`src/sv/ytc_pkg.sv`:
```
`timescale 1ns / 1ps
// ----------------------------------------------------------------------------
// ytc_pkg
// Shared types and byte codes for the yaml text cleaner.
// ----------------------------------------------------------------------------
package ytc_pkg;

    localparam int BYTE_W  = 8;
    localparam int FLUSH_W = 6;

    localparam logic [BYTE_W-1:0] CH_SPACE = 8'h20;
    localparam logic [BYTE_W-1:0] CH_TAB   = 8'h09;

    // one unit of work for the output side: flush_n held blanks, then one byte
    typedef struct packed {
        logic [BYTE_W-1:0]  data;
        logic [FLUSH_W-1:0] flush_n;
        logic               done;
        logic               ovf;
    } cmd_t;

endpackage

```
`src/sv/ytc_ram.sv`:
```
`timescale 1ns / 1ps
// ----------------------------------------------------------------------------
// ytc_ram
// Generic single write port, single read port RAM with registered read.
// ----------------------------------------------------------------------------
module ytc_ram #(
    parameter int WIDTH  = 1,
    parameter int DEPTH  = 32,
    parameter int ADDR_W = 5
) (
    input  logic              clk,
    input  logic              we,
    input  logic [ADDR_W-1:0] waddr,
    input  logic [WIDTH-1:0]  wdata,
    input  logic [ADDR_W-1:0] raddr,
    output logic [WIDTH-1:0]  rdata
);

    logic [WIDTH-1:0] mem [DEPTH];
    logic [WIDTH-1:0] rdata_reg;

    always_ff @(posedge clk)
    begin
        if (we)
        begin
            mem[waddr] <= wdata;
        end
        rdata_reg <= mem[raddr];
    end

    assign rdata = rdata_reg;

endmodule

```
`src/sv/ytc_fifo.sv`:
```
`timescale 1ns / 1ps
// ----------------------------------------------------------------------------
// ytc_fifo
// Two-entry command queue between the classifier and the output sequencer.
// ----------------------------------------------------------------------------
module ytc_fifo (
    input  logic          clk,
    input  logic          rst_n,
    input  logic          push,
    input  ytc_pkg::cmd_t push_cmd,
    output logic          full,
    input  logic          pop,
    output ytc_pkg::cmd_t pop_cmd,
    output logic          empty
);
    import ytc_pkg::*;

    cmd_t       entry_reg [2];
    logic       wr_ptr_reg, wr_ptr_next;
    logic       rd_ptr_reg, rd_ptr_next;
    logic [1:0] cnt_reg, cnt_next;

    assign full    = (cnt_reg == 2'd2);
    assign empty   = (cnt_reg == 2'd0);
    assign pop_cmd = entry_reg[rd_ptr_reg];

    always_comb
    begin
        wr_ptr_next = wr_ptr_reg;
        rd_ptr_next = rd_ptr_reg;
        cnt_next    = cnt_reg;
        if (push && !full)
        begin
            wr_ptr_next = ~wr_ptr_reg;
        end
        if (pop && !empty)
        begin
            rd_ptr_next = ~rd_ptr_reg;
        end
        case ({push && !full, pop && !empty})
            2'b10:   cnt_next = cnt_reg + 2'd1;
            2'b01:   cnt_next = cnt_reg - 2'd1;
            default: cnt_next = cnt_reg;
        endcase
    end

    always_ff @(posedge clk or negedge rst_n)
    begin
        if (!rst_n)
        begin
            wr_ptr_reg <= 1'b0;
            rd_ptr_reg <= 1'b0;
            cnt_reg    <= 2'd0;
        end
        else
        begin
            wr_ptr_reg <= wr_ptr_next;
            rd_ptr_reg <= rd_ptr_next;
            cnt_reg    <= cnt_next;
        end
    end

    always_ff @(posedge clk)
    begin
        if (push && !full)
        begin
            entry_reg[wr_ptr_reg] <= push_cmd;
        end
    end

endmodule

```
`src/sv/ytc_front.sv`:
```
`timescale 1ns / 1ps
// ----------------------------------------------------------------------------
// ytc_front
// Input classifier: tracks quotes, comments and held blanks, and turns each
// kept byte, and each end of text, into a command for the output sequencer.
// ----------------------------------------------------------------------------
module ytc_front #(
    parameter int PENDING_DEPTH = 32,
    parameter int ADDR_W        = 5
) (
    input  logic              clk,
    input  logic              rst_n,
    input  logic              s_tvalid,
    output logic              s_tready,
    input  logic [7:0]        s_tdata,
    input  logic              s_tlast,
    input  logic              back_idle,
    input  logic              q_full,
    output logic              q_push,
    output ytc_pkg::cmd_t     q_cmd,
    output logic              ram_we,
    output logic [ADDR_W-1:0] ram_waddr,
    output logic              ram_wdata
);
    import ytc_pkg::*;

    localparam int CNT_W = $clog2(PENDING_DEPTH + 1);

    localparam logic [1:0] QUOTE_NONE   = 2'd0;
    localparam logic [1:0] QUOTE_DOUBLE = 2'd1;
    localparam logic [1:0] QUOTE_SINGLE = 2'd2;

    localparam logic [BYTE_W-1:0] CH_LF     = 8'h0A;
    localparam logic [BYTE_W-1:0] CH_CR     = 8'h0D;
    localparam logic [BYTE_W-1:0] CH_HASH   = 8'h23;
    localparam logic [BYTE_W-1:0] CH_DQUOTE = 8'h22;
    localparam logic [BYTE_W-1:0] CH_SQUOTE = 8'h27;
    localparam logic [BYTE_W-1:0] CH_BSLASH = 8'h5C;
    localparam logic [BYTE_W-1:0] CH_COLON  = 8'h3A;
    localparam logic [BYTE_W-1:0] CH_COMMA  = 8'h2C;
    localparam logic [BYTE_W-1:0] CH_LBRACK = 8'h5B;
    localparam logic [BYTE_W-1:0] CH_LBRACE = 8'h7B;
    localparam logic [BYTE_W-1:0] CH_DASH   = 8'h2D;

    logic [1:0]        quote_reg, quote_next;
    logic              esc_reg, esc_next;
    logic              skip_reg, skip_next;
    logic [BYTE_W-1:0] prev_reg, prev_next;
    logic              none_reg, none_next;
    logic [CNT_W-1:0]  cnt_reg, cnt_next;
    logic              ovf_reg, ovf_next;

    logic [BYTE_W-1:0] c;
    logic [CNT_W-1:0]  cnt_base;
    logic              keep;
    logic              blank;
    logic              room;
    logic              need_write;
    logic              want_push;
    logic              after_sep;
    logic              after_opener;
    logic              accept;

    assign c         = s_tdata;
    assign blank     = (c == CH_SPACE) || (c == CH_TAB);
    assign after_sep = (cnt_reg != '0) || none_reg || (prev_reg == CH_LF);
    assign after_opener = after_sep || (prev_reg == CH_COLON) || (prev_reg == CH_COMMA)
                        || (prev_reg == CH_LBRACK) || (prev_reg == CH_LBRACE)
                        || (prev_reg == CH_DASH);

    always_comb
    begin
        quote_next = quote_reg;
        esc_next   = esc_reg;
        skip_next  = skip_reg;
        prev_next  = prev_reg;
        none_next  = none_reg;
        ovf_next   = ovf_reg;
        cnt_base   = cnt_reg;
        keep       = 1'b0;

        if (s_tlast)
        begin
            quote_next = QUOTE_NONE;
            esc_next   = 1'b0;
            skip_next  = 1'b0;
            prev_next  = '0;
            none_next  = 1'b1;
            cnt_base   = '0;
        end
        else if (quote_reg != QUOTE_NONE)
        begin
            if (esc_reg)
            begin
                esc_next = 1'b0;
            end
            else if ((c == CH_BSLASH) && (quote_reg == QUOTE_DOUBLE))
            begin
                esc_next = 1'b1;
            end
            else if ((c == CH_LF) || ((quote_reg == QUOTE_DOUBLE) && (c == CH_DQUOTE))
                     || ((quote_reg == QUOTE_SINGLE) && (c == CH_SQUOTE)))
            begin
                quote_next = QUOTE_NONE;
            end
            keep = 1'b1;
        end
        else if (skip_reg && (c != CH_LF))
        begin
            keep = 1'b0;
        end
        else
        begin
            skip_next = 1'b0;
            if (c == CH_CR)
            begin
                keep = 1'b0;
            end
            else if ((c == CH_HASH) && after_sep)
            begin
                skip_next = 1'b1;
            end
            else
            begin
                if (((c == CH_DQUOTE) || (c == CH_SQUOTE)) && after_opener)
                begin
                    quote_next = (c == CH_DQUOTE) ? QUOTE_DOUBLE : QUOTE_SINGLE;
                end
                if (c == CH_LF)
                begin
                    cnt_base = '0;
                end
                keep = 1'b1;
            end
        end

        room     = (cnt_base < CNT_W'(PENDING_DEPTH));
        cnt_next = cnt_base;
        if (keep)
        begin
            if (blank)
            begin
                if (room)
                begin
                    cnt_next = cnt_base + CNT_W'(1);
                end
                else
                begin
                    ovf_next = 1'b1;
                end
            end
            else
            begin
                cnt_next  = '0;
                prev_next = c;
                none_next = 1'b0;
            end
        end
    end

    assign need_write = keep && blank && room;
    assign want_push  = s_tlast || (keep && !blank);

    // blank slots are reused only once the sequencer has drained its flush
    assign s_tready = !(want_push && q_full) && !(need_write && !back_idle);
    assign accept   = s_tvalid && s_tready;

    assign q_push        = accept && want_push;
    assign q_cmd.data    = s_tlast ? '0 : c;
    assign q_cmd.flush_n = FLUSH_W'(cnt_base);
    assign q_cmd.done    = s_tlast;
    assign q_cmd.ovf     = ovf_reg;

    assign ram_we    = accept && need_write;
    assign ram_waddr = cnt_base[ADDR_W-1:0];
    assign ram_wdata = (c == CH_TAB);

    always_ff @(posedge clk or negedge rst_n)
    begin
        if (!rst_n)
        begin
            quote_reg <= QUOTE_NONE;
            esc_reg   <= 1'b0;
            skip_reg  <= 1'b0;
            prev_reg  <= '0;
            none_reg  <= 1'b1;
            cnt_reg   <= '0;
            ovf_reg   <= 1'b0;
        end
        else if (accept)
        begin
            quote_reg <= quote_next;
            esc_reg   <= esc_next;
            skip_reg  <= skip_next;
            prev_reg  <= prev_next;
            none_reg  <= none_next;
            cnt_reg   <= cnt_next;
            ovf_reg   <= ovf_next;
        end
    end

endmodule

```
`src/sv/ytc_back.sv`:
```
`timescale 1ns / 1ps
// ----------------------------------------------------------------------------
// ytc_back
// Output sequencer: replays held blanks from the blank store, then the kept
// byte of each command, through a registered output stage.
// ----------------------------------------------------------------------------
module ytc_back #(
    parameter int PENDING_DEPTH = 32,
    parameter int ADDR_W        = 5
) (
    input  logic              clk,
    input  logic              rst_n,
    input  logic              q_empty,
    input  ytc_pkg::cmd_t     q_cmd,
    output logic              q_pop,
    output logic [ADDR_W-1:0] ram_raddr,
    input  logic              ram_rdata,
    output logic              idle,
    output logic              m_tvalid,
    input  logic              m_tready,
    output logic [7:0]        m_tdata,
    output logic              m_tlast,
    output logic [1:0]        m_tuser
);
    import ytc_pkg::*;

    localparam int CNT_W = $clog2(PENDING_DEPTH + 1);

    localparam logic [1:0] ST_IDLE  = 2'd0;
    localparam logic [1:0] ST_FLUSH = 2'd1;
    localparam logic [1:0] ST_CHAR  = 2'd2;

    logic [1:0]        state_reg, state_next;
    cmd_t              cur_reg, cur_next;
    logic [CNT_W-1:0]  idx_reg, idx_next;

    logic              ovalid_reg, ovalid_next;
    logic [BYTE_W-1:0] odata_reg, odata_next;
    logic              olast_reg, olast_next;
    logic [1:0]        ouser_reg, ouser_next;

    logic              out_free;
    logic              load;

    assign out_free = !ovalid_reg || m_tready;

    always_comb
    begin
        state_next = state_reg;
        cur_next   = cur_reg;
        idx_next   = idx_reg;
        q_pop      = 1'b0;
        load       = 1'b0;
        odata_next = odata_reg;
        olast_next = olast_reg;
        ouser_next = ouser_reg;

        case (state_reg)
            ST_IDLE:
            begin
                if (!q_empty)
                begin
                    q_pop      = 1'b1;
                    cur_next   = q_cmd;
                    idx_next   = '0;
                    state_next = (q_cmd.flush_n == '0) ? ST_CHAR : ST_FLUSH;
                end
            end
            ST_FLUSH:
            begin
                if (out_free)
                begin
                    load       = 1'b1;
                    odata_next = ram_rdata ? CH_TAB : CH_SPACE;
                    olast_next = 1'b0;
                    ouser_next = {cur_reg.ovf, 1'b0};
                    idx_next   = idx_reg + CNT_W'(1);
                    if ((FLUSH_W'(idx_reg) + FLUSH_W'(1)) == cur_reg.flush_n)
                    begin
                        state_next = ST_CHAR;
                    end
                end
            end
            ST_CHAR:
            begin
                if (out_free)
                begin
                    load       = 1'b1;
                    odata_next = cur_reg.data;
                    olast_next = 1'b1;
                    ouser_next = {cur_reg.ovf, cur_reg.done};
                    state_next = ST_IDLE;
                end
            end
            default:
            begin
                state_next = ST_IDLE;
            end
        endcase

        if (load)
        begin
            ovalid_next = 1'b1;
        end
        else if (m_tready)
        begin
            ovalid_next = 1'b0;
        end
        else
        begin
            ovalid_next = ovalid_reg;
        end
    end

    // read one entry ahead so the data register always matches idx_reg
    assign ram_raddr = idx_next[ADDR_W-1:0];
    assign idle      = (state_reg == ST_IDLE);

    assign m_tvalid = ovalid_reg;
    assign m_tdata  = odata_reg;
    assign m_tlast  = olast_reg;
    assign m_tuser  = ouser_reg;

    always_ff @(posedge clk or negedge rst_n)
    begin
        if (!rst_n)
        begin
            state_reg  <= ST_IDLE;
            ovalid_reg <= 1'b0;
            idx_reg    <= '0;
        end
        else
        begin
            state_reg  <= state_next;
            ovalid_reg <= ovalid_next;
            idx_reg    <= idx_next;
        end
    end

    always_ff @(posedge clk)
    begin
        cur_reg   <= cur_next;
        odata_reg <= odata_next;
        olast_reg <= olast_next;
        ouser_reg <= ouser_next;
    end

endmodule

```
`src/sv/yaml_text_cleaner.sv`:
```
`timescale 1ns / 1ps
// ----------------------------------------------------------------------------
// yaml_text_cleaner
// Streaming YAML cleaner: strips comments, carriage returns and trailing
// blanks from a byte stream.
// ----------------------------------------------------------------------------
// Input: one raw byte per s_* transaction; s_tlast marks the end of the text
// (the byte is then ignored). Output: one cleaned byte per m_* transaction;
// m_tlast marks the final byte caused by one input, m_tuser[0] marks the NUL
// that closes a text, m_tuser[1] is the sticky blank overflow flag.
// Bytes that are dropped or blanks that are held produce no output.
// A classifier takes one byte per cycle while s_tready is high and pushes
// commands into a two-entry queue; the sequencer picks each command up,
// replays its held blanks, then emits the byte itself. Sustained rate is set
// by the sequencer, which emits one output byte per cycle while m_tready
// allows and passes through idle between commands; the queue keeps filling.
// A blank that is to be held is accepted only while the sequencer and queue
// are idle, since the blank store is shared between held and flushing blanks.
// Reset clears all text state and the overflow flag; the blank store itself
// needs no clearing. When m_tready is low the output register holds and the
// queue fills, after which s_tready drops.
// ----------------------------------------------------------------------------
module yaml_text_cleaner #(
    parameter int PENDING_DEPTH = 32
) (
    input  logic       clk,
    input  logic       rst_n,
    input  logic       s_tvalid,
    output logic       s_tready,
    input  logic [7:0] s_tdata,   // text_byte
    input  logic       s_tlast,   // end_of_text
    output logic       m_tvalid,
    input  logic       m_tready,
    output logic [7:0] m_tdata,   // out_byte
    output logic       m_tlast,   // last_of_run
    output logic [1:0] m_tuser    // [1] whitespace_overflow, [0] text_done
);
    import ytc_pkg::*;

    localparam int ADDR_W = (PENDING_DEPTH > 1) ? $clog2(PENDING_DEPTH) : 1;

    cmd_t              push_cmd;
    cmd_t              pop_cmd;
    logic              q_push;
    logic              q_pop;
    logic              q_full;
    logic              q_empty;
    logic              seq_idle;
    logic              back_idle;
    logic              ram_we;
    logic [ADDR_W-1:0] ram_waddr;
    logic              ram_wdata;
    logic [ADDR_W-1:0] ram_raddr;
    logic              ram_rdata;

    assign back_idle = seq_idle && q_empty;

    ytc_front #(
        .PENDING_DEPTH(PENDING_DEPTH),
        .ADDR_W(ADDR_W)
    ) u_front (
        .clk(clk),
        .rst_n(rst_n),
        .s_tvalid(s_tvalid),
        .s_tready(s_tready),
        .s_tdata(s_tdata),
        .s_tlast(s_tlast),
        .back_idle(back_idle),
        .q_full(q_full),
        .q_push(q_push),
        .q_cmd(push_cmd),
        .ram_we(ram_we),
        .ram_waddr(ram_waddr),
        .ram_wdata(ram_wdata)
    );

    ytc_fifo u_fifo (
        .clk(clk),
        .rst_n(rst_n),
        .push(q_push),
        .push_cmd(push_cmd),
        .full(q_full),
        .pop(q_pop),
        .pop_cmd(pop_cmd),
        .empty(q_empty)
    );

    ytc_ram #(
        .WIDTH(1),
        .DEPTH(PENDING_DEPTH),
        .ADDR_W(ADDR_W)
    ) u_blank_ram (
        .clk(clk),
        .we(ram_we),
        .waddr(ram_waddr),
        .wdata(ram_wdata),
        .raddr(ram_raddr),
        .rdata(ram_rdata)
    );

    ytc_back #(
        .PENDING_DEPTH(PENDING_DEPTH),
        .ADDR_W(ADDR_W)
    ) u_back (
        .clk(clk),
        .rst_n(rst_n),
        .q_empty(q_empty),
        .q_cmd(pop_cmd),
        .q_pop(q_pop),
        .ram_raddr(ram_raddr),
        .ram_rdata(ram_rdata),
        .idle(seq_idle),
        .m_tvalid(m_tvalid),
        .m_tready(m_tready),
        .m_tdata(m_tdata),
        .m_tlast(m_tlast),
        .m_tuser(m_tuser)
    );

endmodule
```
`config.mk`:
```
export PLATFORM = sky130hd
export DESIGN_NAME = yaml_text_cleaner
export DESIGN_NICKNAME = d
export VERILOG_FILES = /design/src/sv/ytc_pkg.sv /design/src/sv/ytc_ram.sv /design/src/sv/ytc_fifo.sv /design/src/sv/ytc_front.sv /design/src/sv/ytc_back.sv /design/src/sv/yaml_text_cleaner.sv
export SDC_FILE = /design/constraint.sdc
export NUM_CORES = 1
export LEC_CHECK = 0
export ABC_AREA = 1
export BUFFER_PORTS_ARGS = -buffer_cell sky130_fd_sc_hd__buf_4
export CAP_MARGIN = 20
export CORE_MARGIN = 5
export CORE_UTILIZATION = 35
export CTS_CLUSTER_DIAMETER = 80
export DETAILED_ROUTE_END_ITERATION = 7
export GPL_ROUTABILITY_DRIVEN = 1
export PLACE_DENSITY = 0.53
export RECOVER_POWER = 100
export SETUP_SLACK_MARGIN = 0.2
export SLEW_MARGIN = 20
export SYNTH_ARGS = -nofsm -noshare
export SYNTH_HDL_FRONTEND = slang
export SYNTH_SLANG_ARGS = --single-unit
```
`constraint.sdc`:
```
create_clock -name clk -period 3.1 [get_ports clk]
set_input_delay 0.31 -clock clk [delete_from_list [all_inputs] [get_ports clk]]
set_output_delay 0.31 -clock clk [all_outputs]
set_load 0.02 [all_outputs]
```
* Word-level counts from Yosys, hierarchy flattened
Memory sizes are Yosys's and may differ from the RTL's. A register that Yosys moved wholly into a read port is not among the register bits.
Cells that the tools add are included.
** Storage, ports and cells
- Flip-flop bits (word level) :: 60
- Memory bits (writable) :: 64
- Bits of input ports :: 13
- Output and inout port bits :: 13
- Logic and storage cells :: 195
- Memories :: 2
** Memories
- u_blank_ram.mem :: words 32, width 1, rd ports 1, clocked after Yosys merged registers in 1, write ports 1, RTL line ytc_ram.sv:19 : logic [WIDTH-1:0] mem [DEPTH];
- u_fifo.entry_reg :: words 2, width 16, rd ports 1, clocked after Yosys merged registers in 0, write ports 1, RTL line ytc_fifo.sv:18 : cmd_t entry_reg [2];
** Cells by class
- Add/sub/neg operators :: 4
- Order comparisons :: 1
- Equal/unequal tests :: 35
- Multiplexer cells :: 70
- Bitwise operators :: 4
- Reductions and logical operators :: 58
** Operator list (number)
- $mux W6 :: 12
- $eq A8 B6 Y1 const B :: 7
- $mux W8 :: 6
- $mux W2 :: 17
- $eq A8 B4 Y1 const B :: 4
- $mux W1 :: 29
- $eq A8 B7 Y1 const B :: 3
- $logic_and A1 B1 Y1 :: 18
- $pmux W8 S2 :: 1
- $logic_or A1 B1 Y1 :: 13
- $add A6 B1 Y6 const B :: 2
- $pmux W6 S2 :: 1
- $reduce_bool A2 Y1 :: 6
- $ne A3 B2 Y1 const B :: 3
- $ne A3 B3 Y1 const B :: 3
- $reduce_and A3 Y1 :: 3
- $eq A2 B2 Y1 const B :: 4
- $ne A8 B4 Y1 const B :: 1
- $pmux W2 S2 :: 2
- $reduce_and A4 Y1 :: 2
- $reduce_and A8 Y1 :: 1
- $logic_not A1 Y1 :: 7
- $eq A2 B1 Y1 const B :: 3
- $eq A6 B6 Y1 :: 1
- other kinds (14) :: 23

* Longest topological paths before layout
Gate-level depths: netlist (run 1).
- Depth after elaboration :: 19
- Mapped depth :: 17
- Gate-level depth less buffers :: 17

* Cells and area by module
From an unflattened synthesis (run 1), not the netlist that was laid out.
** Second synthesis, totals
- Cell total of the unflattened synthesis :: 735
- Area, all modules :: 6500.0 um^2
** By module, submodules not included
- ytc_front :: instances 1, cells an instance 280, area each 1829.3 um^2
- ytc_back :: instances 1, cells an instance 177, area each 1699.1 um^2
- ytc_ram :: instances 1, cells an instance 160, area each 1552.7 um^2
- ytc_fifo :: instances 1, cells an instance 116, area each 1411.4 um^2
- yaml_text_cleaner :: instances 1, cells an instance 2, area each 7.5 um^2

* Worst setup path before layout (run 1)
No wires, ideal clock.
- Kind :: input-to-reg
- Start :: input s_tdata[7]
- End :: memory u_fifo.entry_reg[1][0] (netlist bit) (enable)
- Arrival :: 2.194 ns
- Required time :: 2.712 ns
- Path slack :: 0.517 ns
- Stages on the path :: 12
- Cells stage by stage :: inv_2 > nand2_1 > nor2_4 > nand2_2 > a21oi_2 > nand3_2 > nand2_4 > nand2_4 > nand2_4 > nand4_2 > buf_2 > nor2_1
** Between the ends
- Word-level cells in the longest chain between the ends :: 17
- Elaborated cells between the ends (all ways) :: 36
- Classes of those cells :: 1 x order compare; 6 x eq/ne; 13 x mux; 16 x reduce/logical
** Ends and longest elaborated chain
- from (decl) :: RTL line yaml_text_cleaner.sv:30 : input logic [7:0] s_tdata,
- $eq A8 B4 Y1 or $eq A8 B6 Y1 (tied branches) :: RTL line ytc_front.sv:129, ytc_front.sv:119
- $mux W6 or $logic_and A1 B1 Y1 (tied branches) :: RTL line ytc_front.sv:129, ytc_front.sv:119
- $mux W6 or $mux W1 (tied branches) :: RTL line ytc_front.sv:119 : else if ((c == CH_HASH) && after_sep)
- $mux W6 or $mux W1 (tied branches) :: RTL line ytc_front.sv:115 : if (c == CH_CR)
- $mux W6 or $mux W1 (tied branches) :: RTL line ytc_front.sv:108 : else if (skip_reg && (c != CH_LF))
- $mux W6 or $mux W1 (tied branches) :: RTL line ytc_front.sv:91 : else if (quote_reg != QUOTE_NONE)
- $mux W6 or $mux W1 (tied branches) :: RTL line ytc_front.sv:82 : if (s_tlast)
- $lt A6 B6 Y1, or another cell as far along :: RTL line ytc_front.sv:137 : room = (cnt_base < CNT_W'(PENDING_DEPTH));
- $logic_and A1 B1 Y1 or $logic_or A1 B1 Y1 (tied branches) :: RTL line ytc_front.sv:161, ytc_front.sv:162
- $logic_and A1 B1 Y1 :: RTL line ytc_front.sv:165 : assign s_tready = !(want_push && q_full) && !(need_write && !back_idle);
- $logic_not A1 Y1 :: RTL line ytc_front.sv:165
- $logic_and A1 B1 Y1 :: RTL line ytc_front.sv:165
- $logic_and A1 B1 Y1 :: RTL line ytc_front.sv:166 : assign accept = s_tvalid && s_tready;
- $logic_and A1 B1 Y1 * :: RTL line ytc_front.sv:168 : assign q_push = accept && want_push;
- $logic_and A1 B1 Y1 * :: RTL line ytc_fifo.sv:65 : if (push && !full)
- $mux W1 * :: RTL line ytc_fifo.sv:65
- $mux W1 (implied by the code) * :: RTL line ytc_fifo.sv:67 : entry_reg[wr_ptr_reg] <= push_cmd;
- to (decl) :: RTL line ytc_fifo.sv:18
Every way passes the cells marked *; elsewhere a longest branch is shown, timed or not.

* Final worst setup path (run 1)
- Start :: register u_front.cnt_reg[4]
- End :: register u_fifo.cnt_reg[1]
** Between the ends
- Word-level cells in the longest chain between the ends :: 19
- Elaborated cells between the ends (all ways) :: 32
- Classes of those cells :: 1 x order compare; 2 x eq/ne; 12 x mux; 17 x reduce/logical
** Ends and longest elaborated chain
- from (decl) :: RTL line ytc_front.sv:50 : logic [CNT_W-1:0] cnt_reg, cnt_next;
- from (signal assigned) :: RTL line ytc_front.sv:197 : cnt_reg <= cnt_next;
- $reduce_bool A6 Y1 :: RTL line ytc_front.sv:66 : assign after_sep = (cnt_reg != '0) || none_reg || (prev_reg == CH_LF);
- $logic_or A1 B1 Y1 (2 in series) :: RTL line ytc_front.sv:66
- $logic_and A1 B1 Y1 :: RTL line ytc_front.sv:119
- $mux W6 or $mux W1 (tied branches) :: RTL line ytc_front.sv:119
- $mux W6 or $mux W1 (tied branches) :: RTL line ytc_front.sv:115
- $mux W6 or $mux W1 (tied branches) :: RTL line ytc_front.sv:108
- $mux W6 or $mux W1 (tied branches) :: RTL line ytc_front.sv:91
- $mux W6 or $mux W1 (tied branches) :: RTL line ytc_front.sv:82
- [... 2 more ...]
- $logic_and A1 B1 Y1 :: RTL line ytc_front.sv:165
- $logic_not A1 Y1 :: RTL line ytc_front.sv:165
- $logic_and A1 B1 Y1 :: RTL line ytc_front.sv:165
- $logic_and A1 B1 Y1 :: RTL line ytc_front.sv:166
- $logic_and A1 B1 Y1 * :: RTL line ytc_front.sv:168
- $logic_and A1 B1 Y1 * :: RTL line ytc_fifo.sv:40 : case ({push && !full, pop && !empty})
- $eq A2 B1 Y1 or $eq A2 B2 Y1 (tied branches) :: RTL line ytc_fifo.sv:40
- $pmux W2 S2 or $reduce_bool A2 Y1 (tied branches)
- to (signal assigned) :: RTL line ytc_fifo.sv:59 : cnt_reg <= cnt_next;
- to (decl) :: RTL line ytc_fifo.sv:21 : logic [1:0] cnt_reg, cnt_next;
Marks and branches as above.
A chain may end at the register's enable or synchronous reset.

==> results of run 1 <==
-- metal layers --
layer  vias up  wire [µm]  part of all wire  global-route usage
met2        65       5950              0.46               0.216
met4         0        244             0.019              0.0505
li1       2252          -                 -                   -
met5         -          0                 0                   0
met1      2093       6270              0.49               0.176
met3        19        460             0.036              0.0362
-- how the worst max path moves through the flow --
stage	start	end	slack (ps)	cells past startpoint
final	u_front.cnt_reg[4]$_DFFE_PN0N_	u_fifo.cnt_reg[1]$_DFFE_PN0P_	410	14
after global routing	u_front.cnt_reg[4]$_DFFE_PN0N_	u_fifo.entry_reg[0][2]$_DFFE_PP_	150	12
after CTS	u_front.cnt_reg[4]$_DFFE_PN0N_	u_fifo.cnt_reg[1]$_DFFE_PN0P_	480	14
after detailed placement	s_tdata[5]	u_fifo.cnt_reg[1]$_DFFE_PN0P_	420	15
after global placement	s_tdata[7]	u_fifo.cnt_reg[1]$_DFFE_PN0P_	490	15
after floorplan	s_tdata[7]	u_fifo.entry_reg[1][0]$_DFFE_PP_	520	12
-- Yosys cell counts (5+ instances only) --
cell      instances
o21ai_0          15
inv_2             7
nand2_4           5
dfrtp_1          32
xor2_1            9
nand4_1          12
o211ai_1          6
nor3_1           35
a21oi_1           7
or2_2             5
nor2_1           47
clkbuf_1          5
edfxtp_1         91
inv_1            79
nand3_1          45
nand2_1         204
nand2_2           5
o21ai_2           5
ha_1              9
-- worst max-delay path, delay by kind of cell, from the launching register on --
family                   cells  cell delay (ps)
XOR/XNOR                     1              150
adder cells (fa/ha/maj)      1              430
flip-flops                   1              430
AND/OR/NAND/NOR             10             1320
AO/OA/AOI/OAI                2              220
-- layout make-up --
| class | count | area (µm²) | area share |
|---|---|---|---|
| Inverter | 90 | 338 | 0.0480 |
| Sequential cell | 125 | 3580 | 0.508 |
| Clock buffer | 17 | 425 | 0.0604 |
| Timing Repair Buffer | 31 | 165 | 0.0234 |
| Tap cell | 225 | 282 | 0.0400 |
| Multi-Input combinational cell | 434 | 2120 | 0.301 |
| Clock inverter | 15 | 136 | 0.0194 |
-- logic make-up (layout without fill, tap and decap cells) --
logic type                 Yosys count  in the layout  share of synthesized area
and+or+nand+nor                    372            372                      0.275
DFF                                125            125                      0.580
buffers and inverters              102            153                     0.0679
xor gates and xnor gates            12             12                     0.0170
AOI/OAI and AO/OA                   41             41                     0.0419
adders and majority gates            9              9                     0.0182
-- power by group through the flow --
stage / Clock (mW) / Combinational, mW / Sequential, mW
floorplan: 0 / 1.28 / 2.58
global placement: 0 / 1.86 / 2.54
detailed placement: 0 / 1.89 / 2.55
CTS: 1.91 / 1.90 / 2.52
global route: 2.00 / 2.04 / 2.56
finish: 1.88 / 1.77 / 2.51
-- through the flow --
stage / cells / utilization / setup WS [ps] / hold slack, ps / area [µm²]
2_1_floorplan: 661 / - / 517 / 14.4 / 6180
3_3_place_gp: 904 / 0.382 / 494 / 289 / 6600
3_5_place_dp: 904 / 0.382 / 417 / 299 / 6600
4_1_cts: 937 / 0.415 / 479 / 100 / 7170
5_1_grt: 937 / 0.407 / 153 / 117 / 7040
6_report: 937 / 0.407 / 413 / 114 / 7040
-- repair_timing --
| item | CTS | global route |
|---|---|---|
| setup endpoints to repair | 0 | 1 |
| resized for setup | 0 | 1 |
| endpoints found under the hold margin | 32 | 0 |
| hold buffers | 1 | 0 |
==> metrics.md, run 1 <==
| Metric | Value |
|---|---|
| Cell area after synthesis | `0.00618 mm²` |
| Initial antenna violation count | `0` |
| # IOs | `26` |
| WS Path Type | `reg2reg` |
| Net Sw Power | `2.21 mW` |
| F_max | `372 MHz` |
| Yosys top cell by area | `edfxtp_1` |
| Post-synthesis cell type count | `42` |
| Total GRT Usage | `0.135` |
| Crit-path slowest cell | `dfrtp_1` |
| Hold_sp | `s_tdata[7]` |
| CTS HTree Levels | `4` |
| Synthesis-stage register bit count | `125` |
| HP Class | `in2reg` |
| Worst-Skew Late Latency | `approximately 420 ps` |
| Top cells by area, synth | `edfxtp_1, dfrtp_1, nand2_1` |
| Violated checks | `max-capacitance violations, max-slew violations` |
| Reg-to-reg endpoint | `u_fifo.cnt_reg[1]$_DFFE_PN0P_` |
| Final Setup Violations | `0` |
| Setup bufs post-CTS | `0` |
| Die area | `~0.020 mm²` |
| Via Count | `4,429` |
| Post-synth top flop | `edfxtp_1` |
| Area Growth Syn to Fin | `14.0%` |
| Cell-internal power | `3.95 mW` |
| Final-report hold violation count | `0` |
| CP max FO | `12` |
| Post-DP HPWL | `9.14 mm` |
| FF-to-FF path depth | `14` |
| Unrepaired setup endpoints after global routing | `no` |
| Chip width | `about 140 µm` |
| Drt total wl | `12.9 mm` |
| CTS max path bufs | `2` |
| Setup crit end kind | `flip-flop` |
| Skew final | `9.20 ps` |
| Clock power share | `0.305` |
| DR vias/cell | `4.73` |
| Sequential Power Share | `0.408` |
| DRC violation count after routing | `0` |
| Commonest non-fill, non-tap cells in the layout | `nand2_1, edfxtp_1, inv_1` |
| Max-cap viol count | `1` |
| Post-synth top area share | `0.442` |
| Hold EP | `u_front.prev_reg[7]$_DFFE_PN0N_` |
| Drt first pass iters | `4` |
| CTS Buf Count | `17` |
| CP cell instances | `nor2_1, nand2_1, nor2_1, nand2_1, nand2_1, nand3_2, nand2_4, nand2_1, nand2_4, nand4_2, ha_1, a21oi_1, o21ai_0, xor2_1` |
| Pleak | `approximately 3.0 nW` |
| CTS sink count | `125` |
| CTS root buffer | `clkbuf_16` |
| I/O Buffers | `25` |
| CTS tree | `done` |
| Highest cell delay on the worst timing path | `about 430 ps` |
| Wire per inst | `13.8 µm` |
| Vias in the first global route | `4,380` |
| EDFF count, synth | `91` |
| Final Wtd Congestion | `0.860` |
| Count of pins over their slew limit | `34` |
| Sequential share of the synthesized area | `0.580` |
| Switching share of power | `0.359` |
| Slew at the pin closest to its max-slew limit | `just under 2000 ps` |
| Final Cycle Share | `0.867` |
| Largest net degree at the start of global routing | `34` |
| Syn Area/Cell | `9.34 µm²` |
| Clock transition at the registers of the reported paths | `around 60 ps` |
| First-pass GRT wire length | `21.6 mm` |
| Final #Nets | `721` |
| Fin crit period | `between 2000 and 3000 ps` |
| Post-Syn Instances | `between 600 and 700` |
| Syn_nets | `683` |
| Die Y | `143 µm` |
| Hold depth | `3` |
| R2R Setup Slk | `410 ps` |
| Iter 0 DRT Violations | `around 320` |
| Ys async rst share | `0.264` |
| ANT nets after route | `0` |
| Initial Util | `0.357` |
| Layout cells sized above 1 | `0.103` |
| Most common cell after layout, fill and taps aside | `nand2_1` |
| Rel. slew slack | `-0.307` |
| Synth warnings | `0` |
| Max VDD drop | `0.000398 V` |
| Std cell rows | `48` |
| Worst R2R Start | `u_front.cnt_reg[4]$_DFFE_PN0N_` |
| Global route overflow | `0` |
| Cell repeated most along the worst path | `nand2_1` |
| Filler cells | `roughly 1,800` |
| CP Data Arrival Time | `2980 ps` |
| Inserted Diodes | `0` |
| Logic pwr share | `0.287` |
| Status | `finished with violations` |
| Final TNS setup | `0 ps` |
| Final Power | `about 6.2 mW` |
| Core ar. | `0.0173 mm²` |
| CP startpoint kind | `flip-flop` |
| Crit path required time | `3390 ps` |
| Pwr per Cell Area | `875 mW/mm²` |
No activity file was read; power rests on OpenSTA's default activity.
==> run 2, diff against run 1 <==
Settings changed: RECOVER_POWER 100 to unset.
==> run 2 against run 1 <==
Effect of this change: the run now ends clean; clock-buffer cell count stayed put; sequential power hardly changed; first-iteration DRC count is 15% lower; register-to-register slack better by 90 ps.
==> metrics.md, run 2 (synthesis results as in run 1) <==
| Metric | Value |
|---|---|
| CP max FO | `12 (unchanged)` |
| Commonest non-fill, non-tap cells in the layout | `nand2_1, edfxtp_1, inv_1 (unchanged)` |
| Global route overflow | `0 (unchanged)` |
| Total GRT Usage | `0.135 (unchanged)` |
| Gr busiest metal | `met2 (unchanged)` |
| Core ar. | `0.0173 mm² (unchanged)` |
| CTS HTree Levels | `4 (unchanged)` |
| # IOs | `26 (unchanged)` |
| Crit path required time | `3390 ps (about the same)` |
| Post-route design area | `0.00718 mm² (was 0.00704 mm²)` |
| Drt total wl | `12.9 mm (about the same)` |
| Skew final | `8.68 ps (was 9.20 ps)` |
| CTS max path bufs | `2 (unchanged)` |
| Initial Util | `0.357 (unchanged)` |
| Cell family with most CP delay | `simple AND/OR/NAND/NOR gates (unchanged)` |
| Worst path depth | `14 (unchanged)` |
| Iter 0 DRT Violations | `275 (was 324)` |
| CTS Buf Count | `17 (unchanged)` |
| Unrepaired setup endpoints after global routing | `no (unchanged)` |
| Area post-placement | `0.00660 mm² (unchanged)` |
| Buf/Inv on CP | `0 (unchanged)` |
| Final Setup Violations | `0 (unchanged)` |
| HP Class | `in2reg (unchanged)` |
| Non-filler instance count after layout | `937 (unchanged)` |
| Clock transition at the registers of the reported paths | `60 ps (about the same)` |
| Most common cell after layout, fill and taps aside | `nand2_1 (unchanged)` |
| Chip width | `143 µm (unchanged)` |
| F_max | `385 MHz (was 372 MHz)` |
| Global Route met3 Usage | `0.0362 (unchanged)` |
| Cell Count Post-Placement | `904 (unchanged)` |
| Worst-Skew Late Latency | `420 ps (about the same)` |
| Wire per inst | `13.8 µm (about the same)` |
| Vias in the first global route | `4,380 (unchanged)` |
| Slew at the pin closest to its max-slew limit | `815 ps (was 1960 ps)` |
| Hold depth | `3 (unchanged)` |
| CTS sink count | `125 (unchanged)` |
| FF-to-FF path depth | `14 (unchanged)` |
| DR vias/cell | `4.75 (was 4.73)` |
| Inserted Diodes | `0 (unchanged)` |
| Pleak | `3.12 nW (was 3.04 nW)` |
| ANT nets after route | `0 (unchanged)` |
| Max-cap viol count | `0 (was 1)` |
| CTS tree | `done (unchanged)` |
| Grt met1 use | `0.176 (unchanged)` |
| Drt first pass iters | `4 (unchanged)` |
| Crit-path slowest cell | `dfrtp_1 (unchanged)` |
| Final Power | `6.26 mW (was 6.16 mW)` |
| GRT met2 Usage | `0.216 (unchanged)` |
| Rel. slew slack | `0.455 (was -0.307)` |
| First-pass GRT wire length | `21.6 mm (unchanged)` |
| Std cell rows | `48 (unchanged)` |
| Final #Nets | `721 (unchanged)` |
| Fin crit period | `2600 ps (was 2690 ps)` |
| Count of pins over their slew limit | `0 (was 34)` |
| CP Data Arrival Time | `2890 ps (was 2980 ps)` |
| CTS root buffer | `clkbuf_16 (unchanged)` |
| Post-DP HPWL | `9.14 mm (unchanged)` |
| Area Growth Syn to Fin | `16.2% (was 14.0%)` |
| Die Y | `143 µm (unchanged)` |
| Pwr per Cell Area | `872 mW/mm² (was 875 mW/mm²)` |
| Final TNS setup | `0 ps (unchanged)` |
| I/O Buffers | `25 (unchanged)` |
| Setup crit end kind | `flip-flop (unchanged)` |
| Worst Hold Margin | `116 ps (was 114 ps)` |
| Final Cycle Share | `0.839 (was 0.867)` |
| Highest cell delay on the worst timing path | `430 ps (about the same)` |
| Final Wtd Congestion | `0.860 (unchanged)` |
| Layout cells sized above 1 | `0.145 (was 0.103)` |
| Die area | `0.0204 mm² (unchanged)` |
| CP startpoint kind | `flip-flop (unchanged)` |
| Via Count | `4,452 (was 4,429)` |
| Status | `finished clean (was finished with violations)` |
| Initial antenna violation count | `0 (unchanged)` |
| WS Path Type | `reg2reg (unchanged)` |
| DRC violation count after routing | `0 (unchanged)` |
| Largest net degree at the start of global routing | `34 (unchanged)` |
| Final-report hold violation count | `0 (unchanged)` |
| Max VDD drop | `0.000396 V (was 0.000398 V)` |
| CP cell instances | `nor2_1, nand2_1, nor2_1, nand2_1, nand2_1, nand3_2, nand2_4, nand2_4, nand2_4, nand4_2, ha_1, a21oi_1, o21ai_0, xor2_1 (was nor2_1, nand2_1, nor2_1, nand2_1, nand2_1, nand3_2, nand2_4, nand2_1, nand2_4, nand4_2, ha_1, a21oi_1, o21ai_0, xor2_1)` |
==> run 2: routing by layer <==
metal,up-vias,part of all wire
li1,2250,-
met3,18,0.036
met1,2113,0.48
met2,71,0.47
met5,-,0
met4,0,0.019
==> run 2: final cells by class <==
class	instances	area, µm²
Clock inverter	15	136
Multi-Input combinational cell	434	2180
Inverter	90	338
Fill cell	1741	10100
Clock buffer	17	425
Timing Repair Buffer	31	235
Sequential cell	125	3580
Tap cell	225	282
==> run 2: worst paths after layout <==
| check | from | end | slack, ps |
|---|---|---|---|
| worst max-delay path | u_front.cnt_reg[4]$_DFFE_PN0N_ | u_fifo.cnt_reg[1]$_DFFE_PN0P_ | 500 |
| worst max register to register | u_front.cnt_reg[4]$_DFFE_PN0N_ | u_fifo.cnt_reg[1]$_DFFE_PN0P_ | 500 |
| worst min-delay path | s_tdata[7] | u_front.prev_reg[7]$_DFFE_PN0N_ | 120 |
| max in group asynchronous | rst_n | u_front.none_reg$_DFFE_PN1N_ | 2360 |
| worst min register to register | u_back.cur_reg[0]$_DFFE_PP_ | u_back.m_tuser[1]$_DFFE_PP_ | 460 |
| min in group asynchronous | rst_n | u_front.prev_reg[0]$_DFFE_PN0N_ | 390 |
==> run 2: report_power, final <==
group | internal (mW) | switching, mW
clock | 1.11 | 0.766
sequential | 2.31 | 0.196
combinational | 0.607 | 1.26
total | 4.03 | 2.22
==> run 2: through the flow <==
step	worst slack [ps]	util
finish	500	0.415
CTS	479	0.415
floorplan	517	-
global placement	494	0.382
global route	265	0.415
detailed placement	417	0.382
==> run 2: timing repair <==
item / in CTS / in global routing
buffers inserted: 0 / 0
endpoints found under the setup margin: 0 / 1
endpoints found under the hold margin: 32 / 0
resized for setup: 0 / 1
hold buffers: 1 / 0
==> run 2: worst reg2reg max path: stages, from the launching register on <==
cell and delay (ps):
dfrtp_1 430, nor2_1 100, nand2_1 50, nor2_1 140, nand2_1 90, nand2_1 100
nand3_2 100, nand2_4 150, nand2_4 100, nand2_4 90, nand4_2 320, ha_1 440
a21oi_1 110, o21ai_0 110, xor2_1 150
==> run 3, diff against run 2 <==
Clock period 3.1 ns to 2.6 ns, I/O delays scaled along.
==> run 3 against run 2 <==
Effect of this change: cell count grew 1.5%; flip-flop and latch count is the same; non-clock buffer count grew 14; critical endpoint is now s_tready; largest cell class unchanged.
==> metrics.md, run 3 (synthesis results as in run 1) <==
| Metric | Value |
|---|---|
| Status | `finished clean (unchanged)` |
| Worst-Skew Late Latency | `420 ps (about the same)` |
| Commonest non-fill, non-tap cells in the layout | `nand2_1, edfxtp_1, inv_1 (unchanged)` |
| Std cell rows | `48 (unchanged)` |
| CP max FO | `6 (was 12)` |
| Clock transition at the registers of the reported paths | `60 ps (about the same)` |
| Count of pins over their slew limit | `0 (unchanged)` |
| Sequential Power Share | `0.383 (was 0.401)` |
| Final Wtd Congestion | `0.885 (was 0.860)` |
| I/O Buffers | `25 (unchanged)` |
| Final-report hold violation count | `0 (unchanged)` |
| Drt first pass iters | `6 (was 4)` |
| Final Setup Violations | `0 (unchanged)` |
| CP Data Arrival Time | `2080 ps (was 2890 ps)` |
| Worst Hold Margin | `62.3 ps (was 116 ps)` |
| Area Growth Syn to Fin | `19.6% (was 16.2%)` |
| Max VDD drop | `0.000463 V (was 0.000396 V)` |
| Final Cycle Share | `0.900` |
| Via Count | `4,431 (was 4,452)` |
| Vias in the first global route | `4,357 (was 4,380)` |
| Drt total wl | `12.8 mm (was 12.9 mm)` |
| CTS HTree Levels | `4 (unchanged)` |
| Logic pwr share | `0.313 (was 0.299)` |
| CTS sink count | `125 (unchanged)` |
| Non-filler instance count after layout | `951 (was 937)` |
| Worst setup endpoint | `s_tready (was u_fifo.cnt_reg[1]$_DFFE_PN0P_)` |
| Cell-internal power | `4.96 mW (was 4.03 mW)` |
| ANT nets after route | `0 (unchanged)` |
| Fin crit period | `2340 ps` |
| FF-to-FF path depth | `13 (was 14)` |
| HP Class | `in2reg (unchanged)` |
| Cell repeated most along the worst path | `nand2_4` |
| Skew final | `8.92 ps (was 8.68 ps)` |
| Switching share of power | `0.356 (was 0.355)` |
| Reg-to-reg endpoint | `u_blank_ram.mem[0]$_DFFE_PP_ (was u_fifo.cnt_reg[1]$_DFFE_PN0P_)` |
| Crit-path slowest cell | `dfrtp_1 (unchanged)` |
| Crit path required time | `2340 ps (was 3390 ps)` |
| R2R Setup Slk | `310 ps (was 500 ps)` |
| Worst R2R Start | `u_front.cnt_reg[2]$_DFFE_PN0N_ (was u_front.cnt_reg[4]$_DFFE_PN0N_)` |
| DR vias/cell | `4.66 (was 4.75)` |
| F_max | `428 MHz` |
| Largest net degree at the start of global routing | `34 (unchanged)` |
| Worst Setup SP | `u_front.cnt_reg[2]$_DFFE_PN0N_ (was u_front.cnt_reg[4]$_DFFE_PN0N_)` |
| Initial Util | `0.357 (unchanged)` |
| Die area | `0.0204 mm² (unchanged)` |
| CP startpoint kind | `flip-flop (unchanged)` |
| CTS tree | `done (unchanged)` |
| WS Path Type | `reg2out (was reg2reg)` |
| First-pass GRT wire length | `21.6 mm (unchanged)` |
| Chip width | `143 µm (unchanged)` |
| Buf/Inv on CP | `2 (was 0)` |
| Final #Nets | `735 (was 721)` |
| Max-cap viol count | `0 (unchanged)` |
| Unrepaired setup endpoints after global routing | `yes (was no)` |
| Pwr per Cell Area | `1040 mW/mm² (was 872 mW/mm²)` |
| Final core occ | `0.427 (was 0.415)` |
| Core ar. | `0.0173 mm² (unchanged)` |
| CTS root buffer | `clkbuf_16 (unchanged)` |
| Setup crit end kind | `output port (was flip-flop)` |
| CTS Buf Count | `17 (unchanged)` |
| Rel. slew slack | `0.458 (was 0.455)` |
| Inserted Diodes | `0 (unchanged)` |
| Total GRT Usage | `0.135 (about the same)` |
| Net Sw Power | `2.74 mW (was 2.22 mW)` |
| CTS max path bufs | `2 (unchanged)` |
| Die Y | `143 µm (unchanged)` |
| Clock power share | `0.304 (was 0.300)` |
| Cell Count Post-Placement | `912 (was 904)` |
| Pleak | `3.21 nW (was 3.12 nW)` |
| Worst path depth | `13 (was 14)` |
| Final Power | `7.71 mW (was 6.26 mW)` |
| DRC violation count after routing | `0 (unchanged)` |
| Cell family with most CP delay | `simple AND/OR/NAND/NOR gates (unchanged)` |
| Global route overflow | `0 (unchanged)` |
| # IOs | `26 (unchanged)` |
| Post-DP HPWL | `9.01 mm (was 9.14 mm)` |
| Layout cells sized above 1 | `0.175 (was 0.145)` |
| CP cell instances | `nor2_1, nand2_1, nor2_2, nand2_1, nand2_2, nand3_2, nand2_4, nand2_8, nand2_4, nand2_8, nand2_4, inv_1, buf_4 (was nor2_1, nand2_1, nor2_1, nand2_1, nand2_1, nand3_2, nand2_4, nand2_4, nand2_4, nand4_2, ha_1, a21oi_1, o21ai_0, xor2_1)` |
| Most common cell after layout, fill and taps aside | `nand2_1 (unchanged)` |
| Wire per inst | `13.4 µm (was 13.8 µm)` |
| Final TNS setup | `0 ps (unchanged)` |
| Iter 0 DRT Violations | `301 (was 275)` |
| Highest cell delay on the worst timing path | `420 ps (was 430 ps)` |
| Initial antenna violation count | `0 (unchanged)` |
| Slew at the pin closest to its max-slew limit | `811 ps (was 815 ps)` |
==> run 3: worst min path at each step <==
stage                     depth (start not counted)  startpoint                               to  slack, ps
after detailed placement                          1       rst_n  u_front.prev_reg[7]$_DFFE_PN0N_        240
after global placement                            1       rst_n  u_front.prev_reg[7]$_DFFE_PN0N_        230
after floorplan                                   0       rst_n      u_back.idx_reg[0]$_DFF_PN0_        -40
after global routing                              3  s_tdata[4]  u_front.prev_reg[4]$_DFFE_PN0N_         50
after CTS                                         3  s_tdata[7]  u_front.prev_reg[7]$_DFFE_PN0N_         40
final                                             3  s_tdata[7]  u_front.prev_reg[7]$_DFFE_PN0N_         60
==> run 3: power groups by stage <==
stage | logic (mW) | registers (mW) | clock network, mW
floorplan | 1.53 | 3.08 | 0
global placement | 2.33 | 2.98 | 0
detailed placement | 2.36 | 3.00 | 0
CTS | 2.38 | 2.96 | 2.40
global route | 2.75 | 3.01 | 2.49
finish | 2.41 | 2.95 | 2.34
==> run 3: per-layer routing <==
metal / GRT usage / vias to the layer above / wire length (µm)
met5: 0 / - / 0
met4: 0.0510 / 0 / 183
met3: 0.0368 / 16 / 545
met2: 0.211 / 85 / 6070
met1: 0.179 / 2044 / 5980
li1: - / 2286 / -
==> run 3: repair_timing <==
| action | CTS | global route |
|---|---|---|
| gates resized for setup | 2 | 12 |
| endpoints found under the setup margin | 2 | 29 |
| setup buffers | 5 | 1 |
| hold buffers | 1 | 0 |
| pin swaps | 1 | 1 |
| endpoints found under the hold margin | 32 | 0 |
==> run 3: layout make-up <==
type | instances | area, µm²
multi-input combinational | 434 | 2240
fill | 1667 | 9910
clock inverter | 15 | 166
tap | 225 | 282
timing repair buffer | 45 | 348
clock buffer | 17 | 425
inverter | 90 | 338
sequential | 125 | 3580
==> run 3: metrics by stage <==
stage	cell area (µm²)	setup WS, ps
2_1_floorplan	6180	43.1
3_3_place_gp	6660	263
3_5_place_dp	6660	219
4_1_cts	7310	206
5_1_grt	7380	137
6_report	7380	261
==> run 3: tightest hold or removal path, stage by stage <==
cell     delay, ps
buf_4           90
nand2_1         50
nand2_1         50
